### src/iecr_pkg.sv
`timescale 1ns / 1ps
`default_nettype none
// ----------------------------------------------------------------------------
// ICMP echo responder package
// Shared constants, the packet summary record and the one's-complement adder.
// ----------------------------------------------------------------------------
package iecr_pkg;

	localparam logic [15:0] ICMP_START   = 16'd20;
	localparam logic [15:0] MIN_TOTAL    = 16'd21;
	localparam logic [7:0]  ECHO_REQUEST = 8'd8;
	localparam logic [7:0]  ECHO_REPLY   = 8'd0;
	localparam int          QUEUE_DEPTH  = 4;

	typedef enum logic [1:0] {
		ACT_REPLY      = 2'd0,
		ACT_DROP_SHORT = 2'd1,
		ACT_DROP_REPLY = 2'd2,
		ACT_DROP_OTHER = 2'd3
	} action_t;

	typedef struct packed {
		logic        short_pkt;
		logic        truncated;
		logic [7:0]  kind;
		logic [15:0] total_length;
		logic [15:0] sum;
		logic [7:0]  held;
		logic [31:0] src_addr;
		logic [31:0] dst_addr;
	} summary_t;

	function automatic logic [15:0] ones_add(input logic [15:0] a, input logic [15:0] b);
		logic [16:0] s;
		s = {1'b0, a} + {1'b0, b};
		return s[15:0] + {15'd0, s[16]};
	endfunction

endpackage
`default_nettype wire

### src/icmp_echo_responder_core.sv
`timescale 1ns / 1ps
`default_nettype none
// Accepts one packet byte every clock cycle while full is low.
// On the last accepted byte the packet summary is written into the queue;
// the decision record is then loaded into the output register once it is free.
// Full rises only when DEPTH decisions (QUEUE_DEPTH by default) wait behind an unread result.
// Reset is asynchronous and clears all packet state, the queue and valid_q.
// ----------------------------------------------------------------------------
// ICMP echo responder core
// Classifies ICMP packets and produces echo reply decisions with checksums.
// ----------------------------------------------------------------------------
module icmp_echo_responder_core
	import iecr_pkg::*;
#(
	parameter int DEPTH = QUEUE_DEPTH
) (
	input  wire logic        clk,
	input  wire logic        arst_n,
	input  wire logic        push,
	output logic             full,
	input  wire logic [7:0]  packet_byte,
	input  wire logic        last_byte,
	output logic             empty,
	input  wire logic        pop,
	output logic [1:0]       action,
	output logic [15:0]      icmp_checksum,
	output logic [31:0]      reply_source,
	output logic [31:0]      reply_destination,
	output logic [15:0]      icmp_length
);

	logic     accept;
	logic     sum_push;
	summary_t sum_data;
	summary_t q_data;
	logic     q_rd;
	logic     q_empty;

	assign accept = push && !full;

	iecr_front u_front (
		.clk         (clk),
		.arst_n      (arst_n),
		.accept      (accept),
		.packet_byte (packet_byte),
		.last_byte   (last_byte),
		.sum_push    (sum_push),
		.sum_data    (sum_data)
	);

	iecr_queue #(
		.DEPTH (DEPTH)
	) u_queue (
		.clk     (clk),
		.arst_n  (arst_n),
		.wr      (sum_push),
		.wr_data (sum_data),
		.rd      (q_rd),
		.rd_data (q_data),
		.full    (full),
		.empty   (q_empty)
	);

	iecr_back u_back (
		.clk               (clk),
		.arst_n            (arst_n),
		.q_empty           (q_empty),
		.q_data            (q_data),
		.q_rd              (q_rd),
		.empty             (empty),
		.pop               (pop),
		.action            (action),
		.icmp_checksum     (icmp_checksum),
		.reply_source      (reply_source),
		.reply_destination (reply_destination),
		.icmp_length       (icmp_length)
	);

endmodule
`default_nettype wire

### src/iecr_front.sv
`timescale 1ns / 1ps
`default_nettype none
// ----------------------------------------------------------------------------
// ICMP echo responder front end
// Absorbs packet bytes, captures header fields and builds the running sum.
// ----------------------------------------------------------------------------
module iecr_front
	import iecr_pkg::*;
(
	input  wire logic     clk,
	input  wire logic     arst_n,
	input  wire logic     accept,
	input  wire logic [7:0] packet_byte,
	input  wire logic     last_byte,
	output logic          sum_push,
	output summary_t      sum_data
);

	logic [15:0] count_q;
	logic [15:0] total_q;
	logic [15:0] sum_q;
	logic [7:0]  held_q;
	logic [7:0]  kind_q;
	logic [31:0] src_q;
	logic [31:0] dst_q;

	logic [15:0] total_n;
	logic [15:0] sum_n;
	logic [7:0]  held_n;
	logic [7:0]  kind_n;
	logic [31:0] src_n;
	logic [31:0] dst_n;
	logic        in_icmp;
	logic [7:0]  v;

	always_comb begin
		total_n = total_q;
		src_n   = src_q;
		dst_n   = dst_q;
		kind_n  = kind_q;
		sum_n   = sum_q;
		held_n  = held_q;
		if (count_q == 16'd2) begin
			total_n[15:8] = packet_byte;
		end else if (count_q == 16'd3) begin
			total_n[7:0] = packet_byte;
		end else if (count_q >= 16'd12 && count_q <= 16'd15) begin
			src_n = {src_q[23:0], packet_byte};
		end else if (count_q >= 16'd16 && count_q <= 16'd19) begin
			dst_n = {dst_q[23:0], packet_byte};
		end else if (count_q == ICMP_START) begin
			kind_n = packet_byte;
		end
		in_icmp = (count_q >= ICMP_START) && (count_q < total_n);
		// The type byte and the checksum field count as zero.
		if (count_q == ICMP_START || count_q == ICMP_START + 16'd2
				|| count_q == ICMP_START + 16'd3) begin
			v = 8'd0;
		end else begin
			v = packet_byte;
		end
		if (in_icmp) begin
			if (!count_q[0]) begin
				held_n = v;
			end else begin
				sum_n = ones_add(sum_q, {held_q, v});
			end
		end
	end

	assign sum_push = accept && last_byte;

	always_comb begin
		sum_data.short_pkt    = (count_q < ICMP_START) || (total_n < MIN_TOTAL);
		sum_data.truncated    = ({1'b0, count_q} + 17'd1) < {1'b0, total_n};
		sum_data.kind         = kind_n;
		sum_data.total_length = total_n;
		sum_data.sum          = sum_n;
		sum_data.held         = held_n;
		sum_data.src_addr     = src_n;
		sum_data.dst_addr     = dst_n;
	end

	always_ff @(posedge clk or negedge arst_n) begin
		if (!arst_n) begin
			count_q <= '0;
			total_q <= '0;
			sum_q   <= '0;
			held_q  <= '0;
			kind_q  <= '0;
			src_q   <= '0;
			dst_q   <= '0;
		end else if (accept) begin
			if (last_byte) begin
				count_q <= '0;
				total_q <= '0;
				sum_q   <= '0;
				held_q  <= '0;
				kind_q  <= '0;
				src_q   <= '0;
				dst_q   <= '0;
			end else begin
				if (count_q != 16'hFFFF) begin
					count_q <= count_q + 16'd1;
				end
				total_q <= total_n;
				sum_q   <= sum_n;
				held_q  <= held_n;
				kind_q  <= kind_n;
				src_q   <= src_n;
				dst_q   <= dst_n;
			end
		end
	end

endmodule
`default_nettype wire

### src/iecr_queue.sv
`timescale 1ns / 1ps
`default_nettype none
// ----------------------------------------------------------------------------
// ICMP echo responder summary queue
// Short first-in first-out queue of packet summaries between front and back.
// ----------------------------------------------------------------------------
module iecr_queue
	import iecr_pkg::*;
#(
	parameter int DEPTH = QUEUE_DEPTH
) (
	input  wire logic     clk,
	input  wire logic     arst_n,
	input  wire logic     wr,
	input  wire summary_t wr_data,
	input  wire logic     rd,
	output summary_t      rd_data,
	output logic          full,
	output logic          empty
);

	localparam int PW = $clog2(DEPTH);
	localparam int CW = $clog2(DEPTH + 1);

	summary_t        mem [DEPTH];
	logic [PW-1:0]   wr_ptr_q;
	logic [PW-1:0]   rd_ptr_q;
	logic [CW-1:0]   count_q;

	assign full    = (count_q == CW'(DEPTH));
	assign empty   = (count_q == '0);
	assign rd_data = mem[rd_ptr_q];

	always_ff @(posedge clk) begin
		if (wr) begin
			mem[wr_ptr_q] <= wr_data;
		end
	end

	always_ff @(posedge clk or negedge arst_n) begin
		if (!arst_n) begin
			wr_ptr_q <= '0;
			rd_ptr_q <= '0;
			count_q  <= '0;
		end else begin
			if (wr) begin
				wr_ptr_q <= (wr_ptr_q == PW'(DEPTH - 1)) ? '0 : wr_ptr_q + PW'(1);
			end
			if (rd) begin
				rd_ptr_q <= (rd_ptr_q == PW'(DEPTH - 1)) ? '0 : rd_ptr_q + PW'(1);
			end
			if (wr && !rd) begin
				count_q <= count_q + CW'(1);
			end else if (rd && !wr) begin
				count_q <= count_q - CW'(1);
			end
		end
	end

	assert property (@(posedge clk) disable iff (!arst_n) count_q <= CW'(DEPTH))
		else $error("queue count exceeds depth");
	assert property (@(posedge clk) disable iff (!arst_n) wr |-> !full || rd)
		else $error("write into full queue");
	assert property (@(posedge clk) disable iff (!arst_n) rd |-> !empty)
		else $error("read from empty queue");
	assert property (@(posedge clk) disable iff (!arst_n)
		(wr && !rd) |=> count_q == $past(count_q) + CW'(1))
		else $error("queue count lost a write");

endmodule
`default_nettype wire

### src/iecr_back.sv
`timescale 1ns / 1ps
`default_nettype none
// ----------------------------------------------------------------------------
// ICMP echo responder back end
// Turns a packet summary into a decision record held in the output register.
// ----------------------------------------------------------------------------
module iecr_back
	import iecr_pkg::*;
(
	input  wire logic     clk,
	input  wire logic     arst_n,
	input  wire logic     q_empty,
	input  wire summary_t q_data,
	output logic          q_rd,
	output logic          empty,
	input  wire logic     pop,
	output logic [1:0]    action,
	output logic [15:0]   icmp_checksum,
	output logic [31:0]   reply_source,
	output logic [31:0]   reply_destination,
	output logic [15:0]   icmp_length
);

	logic        valid_q;
	action_t     act_n;
	logic [15:0] sum_fin;
	logic [15:0] len_n;

	always_comb begin
		priority if (q_data.short_pkt) begin
			act_n = ACT_DROP_SHORT;
		end else if (q_data.kind == ECHO_REQUEST) begin
			act_n = q_data.truncated ? ACT_DROP_SHORT : ACT_REPLY;
		end else if (q_data.kind == ECHO_REPLY) begin
			act_n = ACT_DROP_REPLY;
		end else begin
			act_n = ACT_DROP_OTHER;
		end
		len_n = q_data.total_length - ICMP_START;
		// An odd ICMP length leaves a lone high byte padded with zero.
		sum_fin = len_n[0] ? ones_add(q_data.sum, {q_data.held, 8'd0}) : q_data.sum;
	end

	assign q_rd  = !q_empty && (!valid_q || pop);
	assign empty = !valid_q;

	always_ff @(posedge clk or negedge arst_n) begin
		if (!arst_n) begin
			valid_q <= 1'b0;
		end else if (q_rd) begin
			valid_q <= 1'b1;
		end else if (pop) begin
			valid_q <= 1'b0;
		end
	end

	always_ff @(posedge clk) begin
		if (q_rd) begin
			action <= act_n;
			if (act_n == ACT_REPLY) begin
				icmp_checksum     <= ~sum_fin;
				reply_source      <= q_data.dst_addr;
				reply_destination <= q_data.src_addr;
				icmp_length       <= len_n;
			end else begin
				icmp_checksum     <= '0;
				reply_source      <= '0;
				reply_destination <= '0;
				icmp_length       <= '0;
			end
		end
	end

endmodule
`default_nettype wire

### config.mk
export PLATFORM = sky130hd
export DESIGN_NAME = icmp_echo_responder_core
export DESIGN_NICKNAME = d
export VERILOG_FILES = /design/src/iecr_pkg.sv /design/src/icmp_echo_responder_core.sv /design/src/iecr_front.sv /design/src/iecr_queue.sv /design/src/iecr_back.sv
export SDC_FILE = /design/constraint.sdc
export NUM_CORES = 1
export LEC_CHECK = 0
export BUFFER_PORTS_ARGS = -buffer_cell sky130_fd_sc_hd__buf_2
export CORE_MARGIN = 8
export CORE_UTILIZATION = 55
export DETAILED_ROUTE_END_ITERATION = 6
export PLACE_DENSITY = 0.72
export SETUP_SLACK_MARGIN = 0.4
export SLEW_MARGIN = 5
export SYNTH_ARGS = -nofsm -noshare
export SYNTH_HDL_FRONTEND = slang
export SYNTH_SLANG_ARGS = --single-unit
### constraint.sdc
create_clock -name clk -period 12.1 [get_ports clk]
set_input_delay 2.42 -clock clk [delete_from_list [all_inputs] [get_ports clk]]
set_output_delay 2.42 -clock clk [all_outputs]
set_load 0.005 [all_outputs]
* Word level (Yosys, flattened, before mapping)
Memories as Yosys holds them, arrays and structs flattened.
Cells that the tools add are included.
** Word-level totals
- Bits in registers :: 234
- Latch bits :: 0
- Memory bits (writable) :: 456
- Memory bits (read-only) :: 0
- Input port bits :: 13
- Output and inout bits :: 100
- Logic and storage cells :: 113
- Memories kept :: 1
** Memories
- u_queue.mem :: depth 4, bits a word 114, rd ports 1, clocked after memory_dff 0, wr ports 1, RTL line iecr_queue.sv:25 : summary_t mem [DEPTH];
** Operators by class
- Add/sub/neg operators :: 11
- Multiply operators :: 0
- Divide/modulo/power cells :: 0
- Order comparisons :: 9
- Eq/ne operators :: 10
- Shifts and indexed selects :: 0
- Mux-type cells :: 41
- Bitwise logic cells :: 1
- Reduce and logical (&&, ||, !) cells :: 24
** Operators with widths (count)
- 32-bit 2-to-1 mux :: 9
- 16-bit 2-to-1 mux :: 7
- 8-bit 2-to-1 mux :: 13
- 16-bit by 5-bit equality test with 1-bit output (second input constant) :: 3
- 16-bit by 16-bit adder with 17-bit output :: 2
- 16-bit by 1-bit adder with 16-bit output :: 2
- 16-bit by 2-bit equality test with 1-bit output (second input constant) :: 2
- 16-bit by 5-bit >= comparator with 1-bit output (second input constant) :: 2
- 16-bit by 5-bit less-than comparator with 1-bit output (second input constant) :: 2
- 16-bit by 1-bit adder with 17-bit output (second input constant) :: 1
- 17-bit by 16-bit less-than comparator with 1-bit output :: 1
- 16-bit by 1-bit adder with 16-bit output (second input constant) :: 1
- 16-bit by 4-bit >= comparator with 1-bit output (second input constant) :: 1
- 16-bit by 4-bit <= comparator with 1-bit output (second input constant) :: 1
- 16-bit by 5-bit <= comparator with 1-bit output (second input constant) :: 1
- 16-bit less-than comparator :: 1
- 16-bit != test (second input constant) :: 1
- 16-bit inverter :: 1
- 16-bit by 5-bit subtractor with 16-bit output (second input constant) :: 1
- 8-bit by 4-bit equality test with 1-bit output (second input constant) :: 1
- 1-bit logical AND :: 8
- 8-bit zero test :: 1
- 2-bit 2-to-1 mux :: 4
- 1-bit 2-to-1 mux :: 6
- 12 further kinds :: 24

* Depth between registers and ports, before layout
Gate-level depths: netlist (run 1).
- Word-level depth :: 9
- Gate-level depth with buffers :: 28
- Gate-level depth less buffers :: 27

* Hierarchy
Synthesis (run 1) repeated with hierarchy kept, for this count alone.
** Unflattened totals
- Cells, all modules :: 1733
- Area, all modules :: 29574.6 um^2
** Modules (own cells, without submodules)
- iecr_queue :: times used 1, cells each 633, area an instance 16836.1 um^2, seq. area each 13868.3 um^2
- iecr_front :: times used 1, cells each 751, area an instance 8129.0 um^2, seq. area each 3203.1 um^2
- iecr_back :: times used 1, cells each 348, area an instance 4595.7 um^2, seq. area each 2967.8 um^2
- icmp_echo_responder_core :: times used 1, cells each 1, area an instance 13.8 um^2, seq. area each 0.0 um^2

* Worst setup path after synthesis (run 1)
No wires, ideal clock.
- Path type :: input-to-reg
- Start :: input port pop
- End :: register u_queue.count_q[1]
- Library setup time :: 125 ps
- Data arrival time :: 8652 ps
- Required time :: 11975 ps
- Setup slack :: 3324 ps
- Stages on the path :: 7
- Buffers on the path :: 0
- Path through :: inv_1 > a21oi_1 > inv_1 > ha_1 > inv_1 > fa_1 > mux2_2
** On the way
- Cells in the longest elaborated chain, start to end :: 5
- Elaborated cells between the ends (all ways) :: 7
- Those cells by class :: 1 x mux; 6 x reduce/logical
** RTL lines
- start, declared :: RTL line icmp_echo_responder_core.sv:24 : input wire logic pop,
- 1-bit logical OR (*) :: RTL line iecr_back.sv:44 : assign q_rd = !q_empty && (!valid_q || pop);
- 1-bit logical AND (*) :: RTL line iecr_back.sv:44
- named net q_rd :: RTL line icmp_echo_responder_core.sv:36 : logic q_rd;
- 1-bit zero test :: RTL line iecr_queue.sv:52 : if (wr && !rd) begin
- 1-bit logical AND :: RTL line iecr_queue.sv:52
- 3-bit 2-to-1 mux / 2-bit nonzero test (equally long branches)
- end signal, assigned :: RTL line iecr_queue.sv:53 : count_q <= count_q + CW'(1);
- end signal, assigned :: RTL line iecr_queue.sv:55 : count_q <= count_q - CW'(1);
- end, declared :: RTL line iecr_queue.sv:28 : logic [CW-1:0] count_q;
Mark *: on every way through the listed nets, which the timed path passes. The rest lies on a longest branch.
A chain may end at the register's enable or synchronous reset.

==> run metrics, run 1 <==
outcome=finished, final reports clean; clock-pin slew on the worst setup and hold paths=0.06 ns; Die Y=247 um; fin nets=1974; initial antenna violation count=0; Post-CTS Setup Bufs=0; Synth cell types=70; Final Hold Vio Count=0; Post-Synth Simple-Gate Area=0.0595; GR Util met2=0.338; area of the multi-input gates=0.00888 sq mm; Die Area=0.0610 sq mm; DP HPWL=38600 um; startpoint types=primary input; largest net degree at the start of global routing=72; mux contribution to synthesized area=0.122; WHS=0.480 ns; Synth Register Bits=690; largest family of logic cells by synthesized area=multiplexers; register area=0.0200 sq mm; Top Family by Delay on Critical Path=simple AND/OR/NAND/NOR gates; Worst VDD drop=138 uV; DRC marker count from the first detailed-route iteration=1331; CP Capture Type=flop; CTS H-tree lvls=3; total power=6920 uW; first-pass GRT wire length=98500 um; met3 Track Usage GR=0.0415; DP Area=0.0307 sq mm; Rows=84; post-DR wirelength/cell=23.9 um; R2R Setup Slk=5.53 ns; WL final=63100 um; crit-path max cell delay=0.42 ns; dominant synthesized flop cell=edfxtp_1; compound-cell area share of the yosys netlist=0.0669; vias in the first global route=16.7k; share of the synthesized area in the top cell type=0.567; synth top area cells=edfxtp_1, dfrtp_1, mux4_2, mux2_2, ha_1; achievable clock frequency=142 MHz; Synth Cell Area=0.0294 sq mm; Die X=247 um; Worst-Skew Late Latency=0.60 ns; Clock Skews=0.0220 ns; CTS max path bufs=3; initial core utilization=0.558; Via density=6.04; Final Max Tran Viols=0; PortBufs=112; most frequent CP cell=ha_1; Slowest-stage cell, CP=nor4b_2; Hold Crit Class=reg2reg; core area=0.0527 sq mm; Avg Cell Area, Syn=16.6 sq um; layout overhead on the synthesized area=12.4%; setup violators final=0; CP arrival=7.40 ns; fill count=3718; syn_nets=1851; grt total ovfl=0; EDFF count, synth=554; Hold Buf Count CTS=0; final period utilization=0.582; crit path buf inv count=2; worst path required time=12.46 ns; dpl cells=2507; Design Area, Final=0.0330 sq mm; cts bufs inserted=70; Root Buffer=clkbuf_16; Crit Path Category=in2reg; Sink Count=690; post-synthesis adder-cell area fraction=0.0306; Ports=113; xor and xnor area share after synthesis=0.0219; Seq/Total Area, Yosys=0.682; CP Max Fanout=6; Resized Gates After CTS=0; GRT Max-Usage Layer=met2; unrepaired setup endpoints after global routing=no; relative slew slack=0.310; # diodes=0; worst-path cell chain=buf_2, and2_1, ha_1, inv_1, fa_1, nor2b_1, o211ai_1, nand3_1, a311o_1, a211o_1, o21a_1, a21o_1, a21oi_1, o21bai_1, a21o_1, ha_1, ha_1, nand2_1, or3_1, nor4b_2, and2_1, nor2b_1, xnor2_1, o21ai_0; vias=15.9k; max_cap viols=0; CTS tree=yes; yosys warns=0; ys async rst share=0.197; GP Congestion=0.842; crit path time final=7.04 ns; Syn Inst Count=1768; met1 Resource Use GR=0.292; cell area power density=210 mW/mm^2; GRT Overall Usage=0.210; fin cells=2636; Antenna Nets Post-Route=0; worst slew pin tran=1.01 ns; post-synth top area cell=edfxtp_1; TNS Setup=0 ns; P_leak=0.0125 uW; DRC viols=0; DR pass1 iterations=6; layout cell share with drive strength beyond 1=0.237
-- final cells by class --
class / instances / area share
clock inverter: 28 / 0.00861
timing repair buffer: 136 / 0.0226
multi-input combinational: 950 / 0.269
sequential: 690 / 0.608
tap: 688 / 0.0261
inverter: 43 / 0.00489
clock buffer: 101 / 0.0610
-- metrics by stage --
stage	utilization	worst slack (ns)
2_1_floorplan	-	3.32
3_3_place_gp	0.583	4.80
3_5_place_dp	0.583	4.66
4_1_cts	0.627	5.18
5_1_grt	0.627	4.76
6_report	0.627	5.06
-- cells in the mapped netlist, types with 18 or more instances --
cell,n
o21ai_0,51
nand2_1,69
dfrtp_1,136
nor2b_1,77
inv_1,43
mux2_2,89
ha_1,67
a22o_1,92
edfxtp_1,554
clkbuf_1,62
nand3_1,23
a21oi_1,44
xor2_1,27
a21o_1,18
xnor2_1,44
nor2_1,74
mux4_2,107
-- flip-flops by register name (all words and copies together) (netlist names), 16 cells and up --
register	flops
u_back.icmp_checksum	16
u_back.icmp_length	16
u_back.reply_destination	32
u_back.reply_source	32
u_front.count_q	16
u_front.dst_q	32
u_front.src_q	32
u_front.sum_q	16
u_front.total_q	16
u_queue.mem	456
-- metal layers --
layer	vias up	wire [um]
met3	84	3850
li1	7153	-
met5	-	0
met2	446	30300
met1	8239	27800
met4	0	1150
-- path summary, 6_finish.rpt --
path,start,endpoint,cells past startpoint
max,packet_byte[0],u_queue.mem[3][84]$_DFFE_PP_,24
min,u_front.total_q[9]$_DFFE_PN0P_,u_front.total_q[9]$_DFFE_PN0P_,2
max reg2reg,u_front.count_q[0]$_DFFE_PN0P_,u_queue.mem[3][84]$_DFFE_PP_,27
min reg2reg,u_front.total_q[9]$_DFFE_PN0P_,u_front.total_q[9]$_DFFE_PN0P_,2
max in group asynchronous,arst_n,u_front.dst_q[16]$_DFFE_PN0P_,3
min in group asynchronous,arst_n,u_front.sum_q[15]$_DFFE_PN0P_,1
-- logic make-up (layout without fill, tap and decap cells) --
group                      after synthesis  in the layout
DFF                                    690            690
adders and majority gates               70             70
buffers and inverters                  128            308
muxes                                  212            212
AOI/OAI and AO/OA                      266            266
and+or+nand+nor                        330            330
xor gates and xnor gates                72             72
-- worst reg2reg max path: cells and delay by family, from the launching register on --
kind	cells	cell delay (ns)
DFF	1	0.55
adders and majority gates	5	1.23
buffers and inverters	2	0.20
AOI/OAI and AO/OA	10	2.16
and+or+nand+nor	9	2.11
xor gates and xnor gates	1	0.09
-- layout by cell type (no fill, tap or decap), types with 12 or more instances in the layout --
cell	synthesis	routed
nand3_1	23	23
nand2_1	69	69
xor2_1	27	27
nand4_1	13	13
and2_1	12	12
edfxtp_1	554	554
ha_1	67	67
inv_1	43	43
nor2b_1	77	77
o21ai_0	51	51
mux2_2	89	89
a22o_1	92	92
clkbuf_1	62	21
dfrtp_1	136	134
mux4_2	107	107
buf_2	10	111
a21o_1	18	18
a21oi_1	44	43
clkbuf_16	0	74
xnor2_1	44	44
nor2_1	74	72
mux2i_1	16	16
buf_4	1	24
-- power by group --
| group | internal [uW] | total, uW | switching [uW] | leakage, uW |
|---|---|---|---|---|
| registers | 2900 | 3040 | 147 | 0.00707 |
| clock network | 1250 | 2140 | 888 | 0.00111 |
| logic | 769 | 1730 | 964 | 0.00432 |
| total | 4920 | 6920 | 2000 | 0.0125 |
Note: power is estimated with default switching activity, not from simulation.
==> run 2: changes to the inputs <==
--- a/config.mk
+++ b/config.mk
@@ -9,7 +9,7 @@
 export CORE_MARGIN = 8
 export CORE_UTILIZATION = 55
 export DETAILED_ROUTE_END_ITERATION = 6
-export PLACE_DENSITY = 0.72
+export PLACE_DENSITY = 0.75
 export SETUP_SLACK_MARGIN = 0.4
 export SLEW_MARGIN = 5
 export SYNTH_ARGS = -nofsm -noshare
==> constraint.sdc (replaced) <==
create_clock -name clk -period 6.1 [get_ports clk]
set_input_delay 1.22 -clock clk [delete_from_list [all_inputs] [get_ports clk]]
set_output_delay 1.22 -clock clk [all_outputs]
set_load 0.005 [all_outputs]
==> run 2 against run 1 <==
Net effect:
- highest routed layer unchanged
- non-clock buffer count grew 34
- worst setup slack lost 4.5 ns
- wire length shrank 0.35%
==> run metrics, run 2 (synthesis results as in run 1) <==
outcome=finished, final reports clean; max_cap viols=0; largest net degree at the start of global routing=92; DRC marker count from the first detailed-route iteration=1387; PortBufs=112; R2R Setup Slk=0.57 ns; max FFs per register=456; cell area power density=414 mW/mm^2; Via density=6.08; setup violators final=0; GP Congestion=0.902; post-DR wirelength/cell=23.5 um; initial antenna violation count=1; Die Area=0.0610 sq mm; CTS tree=yes; CP arrival=5.87 ns; # diodes=0; Comb power frac=0.253; clock-pin slew on the worst setup and hold paths=0.06 ns; vias in the first global route=16.9k; initial core utilization=0.558; worst path required time=6.44 ns; layout cell share with drive strength beyond 1=0.265; first-pass GRT wire length=97500 um; Final Max Tran Viols=0; clock network fraction of design power=0.312; Design Area, Final=0.0335 sq mm; grt total ovfl=0; Die X=247 um; P_leak=0.0128 uW; layout overhead on the synthesized area=14.1%; Root Buffer=clkbuf_16; TNS Setup=0 ns; Crit Path Category=reg2reg; Antenna Nets Post-Route=0; Slowest-stage cell, CP=or4_4; DR pass1 iterations=5; Hold Crit Class=reg2reg; fin cells=2672; CP Max Fanout=7; commonest non-fill, non-tap cell in the layout=edfxtp_1; Sink Count=690; Switching Share=0.289; Largest Register=u_queue.mem; relative slew slack=0.336; CTS max path bufs=3; CP Capture Type=flop; P_sw=4010 uW; Die Y=247 um; WL final=62900 um; internal power=9850 uW; achievable clock frequency=181 MHz; Worst-Skew Late Latency=0.62 ns; crit path time final=5.53 ns; most frequent CP cell=ha_2; Hold Buf Count CTS=0; core area=0.0527 sq mm; DRC viols=0; fin nets=2009; Ports=113; commonest cells after routing, fill and taps aside=edfxtp_1, dfrtp_1, buf_2; register share of total power=0.435; WHS=0.484 ns; Final Hold Vio Count=0; unrepaired setup endpoints after global routing=no; worst slew pin tran=0.996 ns; Clock Skews=0.0216 ns; Rows=84; GRT Overall Usage=0.208; DP Area=0.0309 sq mm; startpoint types=flop; crit-path max cell delay=0.57 ns; Worst VDD drop=403 uV; vias=16.2k; final period utilization=0.906; DP HPWL=38800 um; dpl cells=2529; CTS H-tree lvls=3; cts bufs inserted=71
==> run 2: cell types whose count changed in the layout (fill, tap and decap cells not counted), sizes merged <==
| cell | previous run | this run |
|---|---|---|
| clkinvlp | 5 | 3 |
| clkinv | 16 | 25 |
| inv | 46 | 48 |
| buf | 136 | 170 |
| bufinv | 4 | 5 |
| clkbuf | 101 | 93 |
==> run 2: worst max-delay path, delay by kind of cell (launching register included) <==
kind	cells	cell delay (ns)
AO/OA/AOI/OAI	10	2.07
XOR/XNOR	1	0.23
adder cells (fa/ha/maj)	4	0.76
buffers and inverters	1	0.06
flip-flops	1	0.41
AND/OR/NAND/NOR	10	1.72
==> run 2: timing repair <==
action / in CTS / in global routing
endpoints found under the hold margin: 0 / 0
setup endpoints to repair: 29 / 55
setup buffers: 5 / 7
pin swaps: 3 / 14
cloned: 0 / 0
resized for setup: 12 / 20
==> run 2: worst paths after layout <==
| path | from | to | cells past startpoint |
|---|---|---|---|
| hold reg to reg | u_front.total_q[12]$_DFFE_PN0P_ | u_front.total_q[12]$_DFFE_PN0P_ | 2 |
| hold / removal | u_front.total_q[12]$_DFFE_PN0P_ | u_front.total_q[12]$_DFFE_PN0P_ | 2 |
| setup reg to reg | u_front.count_q[11]$_DFFE_PN0P_ | u_queue.mem[0][84]$_DFFE_PP_ | 26 |
| max in group asynchronous | arst_n | u_front.count_q[8]$_DFFE_PN0P_ | 2 |
| min in group asynchronous | arst_n | u_queue.count_q[0]$_DFFE_PN0P_ | 1 |
| setup / recovery | u_front.count_q[11]$_DFFE_PN0P_ | u_queue.mem[0][84]$_DFFE_PP_ | 26 |
==> run 2: power groups by stage <==
stage               clock, uW  combinational (uW)  sequential [uW]
finish                   4330                3510             6020
global route             4580                3830             6080
CTS                      4400                3540             6040
detailed placement          0                3520             6130
global placement            0                3450             6090
floorplan                   0                2540             6030
==> run 2: area by class of cell <==
| cell class | instances | area, sq um |
|---|---|---|
| Multi-Input combinational cell | 950 | 8990 |
| Inverter | 43 | 161 |
| Clock inverter | 38 | 383 |
| Timing Repair Buffer | 170 | 1060 |
| Sequential cell | 690 | 20100 |
| Clock buffer | 93 | 1980 |
| Tap cell | 688 | 861 |
| Fill cell | 3562 | 19200 |
==> run 2: per-stage QoR <==
| step | total power, uW | util | setup WS (ns) |
|---|---|---|---|
| 4_1_cts | 14000 | 0.633 | 0.437 |
| 3_3_place_gp | 9540 | 0.587 | 0.282 |
| 3_5_place_dp | 9640 | 0.587 | 0.120 |
| 2_1_floorplan | 8570 | - | 0.505 |
| 5_1_grt | 14500 | 0.636 | 0.330 |
| 6_report | 13900 | 0.636 | 0.571 |
==> run 2: metal layers <==
metal  share of wire  track usage
met1            0.43        0.285
met2            0.48        0.336
met3           0.063       0.0411
met4           0.020       0.0623
met5               0            0
